[src/sv/stq_pkg.sv]
// Package for the sorted timer queue.
// Holds the request and response words, list entry layout, codes and FSM states.
// No dependencies.
package stq_pkg;

   localparam int SLOT_W     = 5;
   localparam int QID_W      = 4;
   localparam int DATA_W     = 8;
   localparam int TIME_W     = 32;
   localparam int NUM_QUEUES = 16;

   localparam logic [2:0] KIND_ALLOC = 3'd0;
   localparam logic [2:0] KIND_FREE  = 3'd1;
   localparam logic [2:0] KIND_BIND  = 3'd2;
   localparam logic [2:0] KIND_START = 3'd3;
   localparam logic [2:0] KIND_TICK  = 3'd4;

   localparam logic [1:0] RES_ALLOC_OK   = 2'd0;
   localparam logic [1:0] RES_ALLOC_FAIL = 2'd1;
   localparam logic [1:0] RES_FIRED      = 2'd2;

   localparam logic [1:0] SLOT_UNUSED  = 2'd0;
   localparam logic [1:0] SLOT_ALLOC   = 2'd1;
   localparam logic [1:0] SLOT_RUNNING = 2'd2;

   typedef struct packed {
      logic [2:0]        kind;
      logic [SLOT_W-1:0] slot;
      logic [QID_W-1:0]  queue_id;
      logic [DATA_W-1:0] data;
      logic [TIME_W-1:0] timeout;
   } req_type;

   typedef struct packed {
      logic [1:0]        result_kind;
      logic [SLOT_W-1:0] slot_res;
      logic [QID_W-1:0]  queue_id_res;
      logic [DATA_W-1:0] fired_data;
      logic              last;
   } rsp_type;

   typedef struct packed {
      logic [SLOT_W-1:0] slot;
      logic [TIME_W-1:0] deadline;
   } entry_type;

   typedef struct packed {
      logic [QID_W-1:0]  queue_id;
      logic [DATA_W-1:0] data;
   } bind_type;

   typedef enum logic [3:0] {
      ST_IDLE,
      ST_ALC,
      ST_FRE,
      ST_INS,
      ST_TRD,
      ST_TCMP,
      ST_TBND,
      ST_TPUSH,
      ST_FLUSH
   } state_type;

endpackage

[src/sv/stq_ram.sv]
// Simple dual-port synchronous RAM, one write and one registered read port.
// Used for the active list and the bind table. No dependencies.
module stq_ram #(
   parameter int WIDTH  = 37,
   parameter int DEPTH  = 32,
   parameter int ADDR_W = $clog2(DEPTH)
) (
   input  logic              clock,
   input  logic              we,
   input  logic [ADDR_W-1:0] waddr,
   input  logic [WIDTH-1:0]  wdata,
   input  logic              re,
   input  logic [ADDR_W-1:0] raddr,
   output logic [WIDTH-1:0]  rdata
);

   logic [WIDTH-1:0] mem_ff [DEPTH];
   logic [WIDTH-1:0] rdata_ff;

   always_ff @(posedge clock) begin
      if (we) begin
         mem_ff[waddr] <= wdata;
      end
      if (re) begin
         rdata_ff <= mem_ff[raddr];
      end
   end

   assign rdata = rdata_ff;

endmodule

[src/sv/sorted_timer_queue.sv]
// Sorted timer queue: pool of one-shot timers with a deadline-ordered active list.
// Depends on stq_pkg and stq_ram.
//
// Requests arrive on req_valid/req_ready with one req_word each: alloc, free,
// bind, start or tick. Results leave on rsp_valid/rsp_ready as rsp_word; alloc
// gives one word, a tick gives one word per expired timer (last marks the end),
// the rest give none. The active list is a circular buffer in a one-port-read
// RAM, each entry holding slot and deadline; queue and data sit in a second RAM.
// Work behind each accepted request, before the next one is taken:
//   alloc: one slot status checked per cycle, up to a free slot or the last slot
//   free of a running slot: full walk of the list, one entry per cycle
//   start: walk back from the tail shifting entries up
//   bind and the rest: none; tick: head read, compare, bind read, push per expiry
// Reset empties the list and clears all slot states and the tick count. A result
// waits in the output register while the receiver stalls; the next request is
// taken meanwhile unless an alloc or a tick still has a word to hand over.
module sorted_timer_queue #(
   parameter int MAX_TIMERS = 32
) (
   input  logic             clock,
   input  logic             reset,
   input  logic             req_valid,
   output logic             req_ready,
   input  stq_pkg::req_type req_word,
   output logic             rsp_valid,
   input  logic             rsp_ready,
   output stq_pkg::rsp_type rsp_word
);
   import stq_pkg::*;

   localparam int DEPTH = (MAX_TIMERS < 32) ? MAX_TIMERS : 32;
   localparam int PTR_W = $clog2(DEPTH);
   localparam int CNT_W = $clog2(DEPTH + 1);

   function automatic logic [PTR_W-1:0] ptr_inc(input logic [PTR_W-1:0] p);
      ptr_inc = (p == PTR_W'(DEPTH - 1)) ? '0 : p + 1'b1;
   endfunction

   function automatic logic [PTR_W-1:0] ptr_dec(input logic [PTR_W-1:0] p);
      ptr_dec = (p == '0) ? PTR_W'(DEPTH - 1) : p - 1'b1;
   endfunction

   state_type         state_ff, state_in;
   logic [TIME_W-1:0] tick_ff;
   logic [PTR_W-1:0]  head_ff, tail_ff;
   logic [CNT_W-1:0]  count_ff;
   logic [1:0]        status_ff [DEPTH];
   logic [PTR_W-1:0]  rp_ff, wp_ff, da_ff, alc_ff;
   logic [CNT_W-1:0]  left_ff;
   logic              pend_rd_ff, found_ff;
   entry_type         ins_ff;
   rsp_type           cur_ff, pend_ff;
   logic              pend_v_ff;
   logic              rsp_valid_ff;
   rsp_type           rsp_word_ff;

   logic              lst_we, lst_re;
   logic [PTR_W-1:0]  lst_wa, lst_ra;
   entry_type         lst_wd, lst_rd;
   logic              bnd_we, bnd_re;
   logic [PTR_W-1:0]  bnd_wa, bnd_ra;
   bind_type          bnd_wd, bnd_rd;
   logic              push;
   rsp_type           push_word;

   logic              req_fire, slot_ok, start_ok, out_free;
   logic [PTR_W-1:0]  req_slot, stat_idx;
   logic [1:0]        stat_rd;
   logic              ins_shift, ins_done, fre_done, fire, alc_hit, alc_end;

   stq_ram #(.WIDTH($bits(entry_type)), .DEPTH(DEPTH)) u_list (
      .clock (clock),
      .we    (lst_we),
      .waddr (lst_wa),
      .wdata (lst_wd),
      .re    (lst_re),
      .raddr (lst_ra),
      .rdata (lst_rd)
   );

   stq_ram #(.WIDTH($bits(bind_type)), .DEPTH(DEPTH)) u_bind (
      .clock (clock),
      .we    (bnd_we),
      .waddr (bnd_wa),
      .wdata (bnd_wd),
      .re    (bnd_re),
      .raddr (bnd_ra),
      .rdata (bnd_rd)
   );

   assign req_ready = (state_ff == ST_IDLE);
   assign req_fire  = req_valid & req_ready;
   assign req_slot  = req_word.slot[PTR_W-1:0];
   assign slot_ok   = (32'(req_word.slot) < DEPTH);
   assign stat_idx  = (state_ff == ST_ALC) ? alc_ff : req_slot;
   assign stat_rd   = status_ff[stat_idx];
   assign start_ok  = slot_ok && (stat_rd == SLOT_ALLOC) && (count_ff < CNT_W'(DEPTH));
   assign out_free  = !rsp_valid_ff || rsp_ready;
   assign ins_shift = pend_rd_ff && (lst_rd.deadline >= ins_ff.deadline);
   assign ins_done  = (pend_rd_ff && !ins_shift) || (!pend_rd_ff && (left_ff == '0));
   assign fre_done  = !pend_rd_ff && (left_ff == '0);
   assign fire      = (lst_rd.deadline <= tick_ff);
   assign alc_hit   = (stat_rd == SLOT_UNUSED);
   assign alc_end   = (alc_ff == PTR_W'(DEPTH - 1));

   always_comb begin
      state_in = state_ff;
      case (state_ff)
         ST_IDLE: begin
            if (req_fire) begin
               case (req_word.kind)
                  KIND_ALLOC: state_in = ST_ALC;
                  KIND_FREE:
                     state_in = (slot_ok && stat_rd == SLOT_RUNNING) ? ST_FRE : ST_IDLE;
                  KIND_START: state_in = start_ok ? ST_INS : ST_IDLE;
                  KIND_TICK:  state_in = ST_TRD;
                  default:    state_in = ST_IDLE;
               endcase
            end
         end
         ST_ALC:   if (alc_hit || alc_end) state_in = ST_FLUSH;
         ST_FRE:   if (fre_done) state_in = ST_IDLE;
         ST_INS:   if (ins_done) state_in = ST_IDLE;
         ST_TRD:   state_in = (count_ff == '0) ? ST_FLUSH : ST_TCMP;
         ST_TCMP:  state_in = fire ? ST_TBND : ST_FLUSH;
         ST_TBND:  state_in = ST_TPUSH;
         ST_TPUSH: if (!pend_v_ff || out_free) state_in = ST_TRD;
         ST_FLUSH: if (!pend_v_ff || out_free) state_in = ST_IDLE;
         default:  state_in = ST_IDLE;
      endcase
   end

   always_comb begin
      lst_we    = 1'b0;
      lst_wa    = wp_ff;
      lst_wd    = ins_ff;
      lst_re    = 1'b0;
      lst_ra    = rp_ff;
      bnd_we    = 1'b0;
      bnd_wa    = req_slot;
      bnd_wd    = '{queue_id: req_word.queue_id, data: req_word.data};
      bnd_re    = 1'b0;
      bnd_ra    = lst_rd.slot[PTR_W-1:0];
      push      = 1'b0;
      push_word = pend_ff;
      case (state_ff)
         ST_IDLE: begin
            bnd_we = req_fire && (req_word.kind == KIND_BIND) && slot_ok
                     && (32'(req_word.queue_id) < NUM_QUEUES);
         end
         ST_FRE: begin
            lst_re = (left_ff != '0);
            lst_ra = rp_ff;
            lst_we = pend_rd_ff && found_ff;
            lst_wa = ptr_dec(da_ff);
            lst_wd = lst_rd;
         end
         ST_INS: begin
            lst_re = (left_ff != '0) && (!pend_rd_ff || ins_shift);
            lst_ra = ptr_dec(rp_ff);
            lst_we = ins_shift || ins_done;
            lst_wa = wp_ff;
            lst_wd = ins_shift ? lst_rd : ins_ff;
         end
         ST_TRD: begin
            lst_re = (count_ff != '0);
            lst_ra = head_ff;
         end
         ST_TCMP: begin
            bnd_re = fire;
         end
         ST_TPUSH: begin
            push           = pend_v_ff && out_free;
            push_word.last = 1'b0;
         end
         ST_FLUSH: begin
            push           = pend_v_ff && out_free;
            push_word.last = 1'b1;
         end
         default: begin
            push = 1'b0;
         end
      endcase
   end

   always_ff @(posedge clock) begin
      if (reset) begin
         state_ff     <= ST_IDLE;
         tick_ff      <= '0;
         head_ff      <= '0;
         tail_ff      <= '0;
         count_ff     <= '0;
         pend_v_ff    <= 1'b0;
         pend_rd_ff   <= 1'b0;
         rsp_valid_ff <= 1'b0;
         for (int i = 0; i < DEPTH; i++) begin
            status_ff[i] <= SLOT_UNUSED;
         end
      end else begin
         state_ff <= state_in;
         if (push) begin
            rsp_valid_ff <= 1'b1;
            rsp_word_ff  <= push_word;
         end else if (rsp_ready) begin
            rsp_valid_ff <= 1'b0;
         end
         case (state_ff)
            ST_IDLE: begin
               if (req_fire) begin
                  case (req_word.kind)
                     KIND_ALLOC: alc_ff <= '0;
                     KIND_FREE: begin
                        if (slot_ok) begin
                           status_ff[req_slot] <= SLOT_UNUSED;
                        end
                        rp_ff       <= head_ff;
                        left_ff     <= count_ff;
                        pend_rd_ff  <= 1'b0;
                        found_ff    <= 1'b0;
                        ins_ff.slot <= req_word.slot;
                     end
                     KIND_START: begin
                        if (start_ok) begin
                           status_ff[req_slot] <= SLOT_RUNNING;
                        end
                        ins_ff.slot     <= req_word.slot;
                        ins_ff.deadline <= tick_ff + req_word.timeout;
                        wp_ff           <= tail_ff;
                        rp_ff           <= tail_ff;
                        left_ff         <= count_ff;
                        pend_rd_ff      <= 1'b0;
                     end
                     KIND_TICK: tick_ff <= tick_ff + 1'b1;
                     default: ;
                  endcase
               end
            end
            ST_ALC: begin
               if (alc_hit) begin
                  status_ff[alc_ff] <= SLOT_ALLOC;
                  pend_ff <= '{result_kind: RES_ALLOC_OK, slot_res: SLOT_W'(alc_ff),
                               queue_id_res: '0, fired_data: '0, last: 1'b1};
                  pend_v_ff <= 1'b1;
               end else if (alc_end) begin
                  pend_ff <= '{result_kind: RES_ALLOC_FAIL, slot_res: '0,
                               queue_id_res: '0, fired_data: '0, last: 1'b1};
                  pend_v_ff <= 1'b1;
               end else begin
                  alc_ff <= alc_ff + 1'b1;
               end
            end
            ST_FRE: begin
               if (pend_rd_ff && lst_rd.slot == ins_ff.slot) begin
                  found_ff <= 1'b1;
               end
               if (left_ff != '0) begin
                  da_ff      <= rp_ff;
                  rp_ff      <= ptr_inc(rp_ff);
                  left_ff    <= left_ff - 1'b1;
                  pend_rd_ff <= 1'b1;
               end else begin
                  pend_rd_ff <= 1'b0;
               end
               if (fre_done) begin
                  count_ff <= count_ff - 1'b1;
                  tail_ff  <= ptr_dec(tail_ff);
               end
            end
            ST_INS: begin
               if (lst_re) begin
                  rp_ff      <= ptr_dec(rp_ff);
                  left_ff    <= left_ff - 1'b1;
                  pend_rd_ff <= 1'b1;
               end else begin
                  pend_rd_ff <= 1'b0;
               end
               if (ins_shift) begin
                  wp_ff <= rp_ff;
               end
               if (ins_done) begin
                  count_ff <= count_ff + 1'b1;
                  tail_ff  <= ptr_inc(tail_ff);
               end
            end
            ST_TCMP: begin
               if (fire) begin
                  head_ff  <= ptr_inc(head_ff);
                  count_ff <= count_ff - 1'b1;
                  status_ff[lst_rd.slot[PTR_W-1:0]] <= SLOT_ALLOC;
                  cur_ff.slot_res <= lst_rd.slot;
               end
            end
            ST_TBND: begin
               cur_ff.result_kind  <= RES_FIRED;
               cur_ff.queue_id_res <= bnd_rd.queue_id;
               cur_ff.fired_data   <= bnd_rd.data;
               cur_ff.last         <= 1'b0;
            end
            ST_TPUSH: begin
               if (!pend_v_ff || out_free) begin
                  pend_ff   <= cur_ff;
                  pend_v_ff <= 1'b1;
               end
            end
            ST_FLUSH: begin
               if (pend_v_ff && out_free) begin
                  pend_v_ff <= 1'b0;
               end
            end
            default: ;
         endcase
      end
   end

   assign rsp_valid = rsp_valid_ff;
   assign rsp_word  = rsp_word_ff;

`ifndef NO_ASSERTIONS
   a_empty_ptrs: assert property (@(posedge clock) disable iff (reset)
      (state_ff == ST_IDLE && count_ff == '0) |-> (head_ff == tail_ff))
      else $error("empty list with head and tail apart");

   a_ins_room: assert property (@(posedge clock) disable iff (reset)
      (state_ff == ST_INS) |-> (count_ff < CNT_W'(DEPTH)))
      else $error("insert into a full list");

   a_fire_running: assert property (@(posedge clock) disable iff (reset)
      (state_ff == ST_TCMP && fire)
      |-> (status_ff[lst_rd.slot[PTR_W-1:0]] == SLOT_RUNNING))
      else $error("expired entry is not a running slot");

   a_unlink_found: assert property (@(posedge clock) disable iff (reset)
      (state_ff == ST_FRE && fre_done) |-> found_ff)
      else $error("freed slot missing from the active list");
`endif

endmodule

[config.mk]
export PLATFORM = sky130hd
export DESIGN_NAME = sorted_timer_queue
export DESIGN_NICKNAME = d
export VERILOG_FILES = /design/src/sv/stq_pkg.sv /design/src/sv/stq_ram.sv /design/src/sv/sorted_timer_queue.sv
export SDC_FILE = /design/constraint.sdc
export NUM_CORES = 2
export LEC_CHECK = 0
export ABC_AREA = 1
export BUFFER_PORTS_ARGS = -buffer_cell sky130_fd_sc_hd__buf_4
export CORE_MARGIN = 4
export CORE_UTILIZATION = 45
export DETAILED_ROUTE_END_ITERATION = 12
export GPL_TIMING_DRIVEN = 0
export REMOVE_ABC_BUFFERS = 1
export SKIP_CTS_REPAIR_TIMING = 1
export SLEW_MARGIN = 5
export SYNTH_ARGS = -nofsm -noshare
export SYNTH_HDL_FRONTEND = slang
export SYNTH_HIERARCHICAL = 1
export SYNTH_SLANG_ARGS = --single-unit
export TNS_END_PERCENT = 5
[constraint.sdc]
create_clock -name clock -period 5.1 [get_ports clock]
set_input_delay 0.765 -clock clock [delete_from_list [all_inputs] [get_ports clock]]
set_output_delay 0.765 -clock clock [all_outputs]
set_load 0.02 [all_outputs]
==> key figures <==
Die
  – Core box area: 179000 um2
  – Die H: 433 um
  – Rows: 155
  – Starting density of the core: 45.4%
  – IO Count: 78
  – Die X: 433 um
  – Die Area: 187000 um2

Cells and area
  – Commonest non-fill, non-tap cell in the layout: nand2_1
  – Layout overhead on the synthesized area: 13.5%
  – Fillcell total: 15.3k
  – NumNets Final: 7570
  – Share of layout cells above drive strength 1: 8.93%
  – Commonest non-fill, non-tap cells in the layout: nand2_1 (2529), edfxtp_1 (1802), nand3_1 (1318)

CTS
  – Sink Count: 1857
  – Clock latency at the later pin of the worst-skew pair: 860 ps
  – H-tree levels: 4
  – Clock Path Buffers: 3
  – Clk root buf: clkbuf_16
  – Number of CTS-inserted buffers: 192
  – TritonCTS clock tree: done
  – Clock transition at path regs: 60 ps

Logic synthesis
  – Most used DFF post-synth: edfxtp_1
  – Mapped Area: 81200 um2
  – Synth Warn #: 6
  – Post-synth EDFFs: 1802
  – Cell variety after synth: 57
  – Register area share after synthesis: 68.0%
  – Synth Instances: 7322
  – Asr flop ratio synth: 0%
  – Synth Register Bits: 1857
  – Mapped Avg Cell Area: 11.1 um2

Detailed routing
  – Vias/cell: 5.55
  – Detail-routed net length per standard cell: 22.3 um
  – Residual DRC: 0
  – Post-route ant nets: 0
  – Detailed-route via count: 55.0k
  – WL final: 221 mm
  – Drt first pass iters: 7
  – DRT iter0 DRCs: 5622

Setup path
  – CP required: 5680 ps
  – CP startpoint kind: register
  – Crit. End Element: register
  – Critical path type: register to register
  – Crit-path max FO: 141
  – Reg2reg end: u_list/rdata[8]
  – Reg-to-reg setup timing slack: 280 ps
  – Worst reg2reg path depth: 17
  – Crit path capture: u_list/rdata[8]
  – Crit path DAT: 5400 ps
  – Reg-to-Reg Start: state_ff[2]
  – Worst setup path start: state_ff[2]

GRT
  – First-pass GRT wire length: 326 mm
  – GRT met1 Usage: 30.8%
  – M2 GR Usage: 38.8%
  – Top Usage Layer GRT: met2
  – Vias in the first global route: 52.0k
  – Grt total ovfl: 0
  – Met3 Use GR: 3.12%
  – Initial antenna violation count: 1
  – GR Util All Layers: 23.0%
  – Largest net degree at the start of global routing: 213

Timing
  – Final Hold Vio Count: 0
  – Slew @ Worst Pin: 1360 ps
  – Final worst setup slack: 280 ps
  – Period Utilization, post-route: 94.5%
  – Rel. slew slack: 8.75%
  – Tmin final: 4820 ps
  – Highest clock rate: 207 MHz
  – Skew final: 75.2 ps
  – RSZ-0062 raised after global routing: no
  – Slew Limit Fails: 0
  – Setup TNS Final: 0 ps
  – # setup viols final: 0
  – Worst Hold Slack: 236 ps

Placement
  – Post-Place Worst Slack: -1270 ps
  – Post-DP HPWL: 132 mm
  – Number of port buffers: 77
  – Placer Congestion: 0.868

Power
  – Pwr dens: 348 nW/um2
  – LEAKAGE: 33.9 nW
  – Max VDD drop: 297 uV
  – Pwr Total: 32.1 mW

Hold path
  – Hold crit path type: input pin to register
  – Hold Path Depth: 1
  – Min-Delay Startpoint: req_word[44]

Outcome
  – Outcome: finished clean

Flow run
  – Max Cap Viol: 0
==> worst min-delay path by stage <==
stage	slack, ps	endpoint
after global placement	400	rsp_word[3]
after CTS	160	ins_ff[32]
after global routing	190	ins_ff[32]
final	240	ins_ff[32]
after floorplan	400	cur_ff[10]
after detailed placement	400	rsp_word[11]
==> state kept, by name (all words and copies together), names as in the netlist, 4 cells and up <==
name           count
alc_ff             5
count_ff           6
cur_ff            17
da_ff              5
head_ff            5
ins_ff            37
left_ff            6
pend_ff           20
rp_ff              5
rsp_word          20
state_ff           4
status_ff         64
tail_ff            5
tick_ff           32
u_bind/mem_ff    384
u_bind/rdata      12
u_list/mem_ff   1184
u_list/rdata      37
wp_ff              5
==> metal layers <==
metal,wire [um],vias to the layer above,part of all wire [%]
li1,-,25700,-
met1,91900,27000,41
met2,108000,1978,49
met3,14600,389,6.6
met4,7180,0,3.2
met5,0,-,0
==> Yosys cell counts (11+ instances only) <==
| cell | count | area share (%) |
|---|---|---|
| edfxtp_1 | 1802 | 67 |
| xnor2_1 | 17 | 0.18 |
| buf_8 | 11 | 0.20 |
| nor2_1 | 244 | 1.1 |
| nand2_1 | 2531 | 12 |
| buf_1 | 16 | 0.074 |
| buf_2 | 160 | 0.99 |
| o211ai_1 | 40 | 0.37 |
| nand2_2 | 25 | 0.19 |
| xor2_1 | 34 | 0.37 |
| inv_1 | 252 | 1.2 |
| nor3_1 | 40 | 0.25 |
| o21ai_0 | 123 | 0.76 |
| buf_6 | 83 | 1.2 |
| dfxtp_1 | 55 | 1.4 |
| clkbuf_1 | 61 | 0.28 |
| buf_4 | 58 | 0.54 |
| nand4_1 | 27 | 0.21 |
| nand3b_1 | 20 | 0.18 |
| a21oi_1 | 150 | 0.92 |
| a211oi_1 | 11 | 0.10 |
| ha_1 | 113 | 1.7 |
| nand3_1 | 1325 | 8.2 |
==> power by group <==
group          total (mW)  leakage [nW]  switching [mW]  internal [mW]
Clock                13.4          2.94            5.96           7.49
Sequential           16.8          16.7          0.0406           16.7
Combinational        1.90          14.2            1.35          0.552
==> critical path, cell delays in order (launching register included) <==
cell and delay, ps:
dfxtp_1 380, nor2_8 240, inv_1 190, nor2_4 370
nor2_2 150, nand2_1 280, nand3_4 460, buf_16 390
buf_16 240, inv_16 440, buf_16 430, nand3_1 140
nand3_1 110, nand2_1 90, nand2_1 60, nand2_1 90
nand2_1 120, nand2_1 100
==> per-stage QoR <==
step | cell area [um2] | cells | util, %
finish | 92200 | 9921 | 51.5
floorplan | 78500 | 6930 | -
CTS | 92000 | 9909 | 51.4
global route | 92200 | 9918 | 51.5
global placement | 82000 | 9362 | 45.8
detailed placement | 85900 | 9552 | 48.0
==> area by class of cell <==
type                       count  area [um2]  share of cell area (%)
antenna                        4        10.0                  0.0109
multi-input combinational   4813       22800                    24.7
tap                         2355        2950                    3.20
clock inverter               113         985                    1.07
clock buffer                 244        5070                    5.50
timing repair inverter         1        11.3                  0.0122
timing repair buffer         271        4140                    4.49
inverter                     263        1060                    1.15
sequential                  1857       55200                    59.9
==> kinds of logic (layout without fill, tap and decap cells) <==
family / after synthesis / in the layout / share of synthesized area (%)
flip-flops: 1857 / 1857 / 68.0
AO/OA/AOI/OAI: 386 / 386 / 2.76
XOR/XNOR: 51 / 51 / 0.550
AND/OR/NAND/NOR: 4258 / 4261 / 22.4
adder cells (fa/ha/maj): 115 / 115 / 1.79
other: 0 / 4 / 0
buffers and inverters: 655 / 892 / 4.54
No activity file was read; power rests on OpenSTA's default activity.
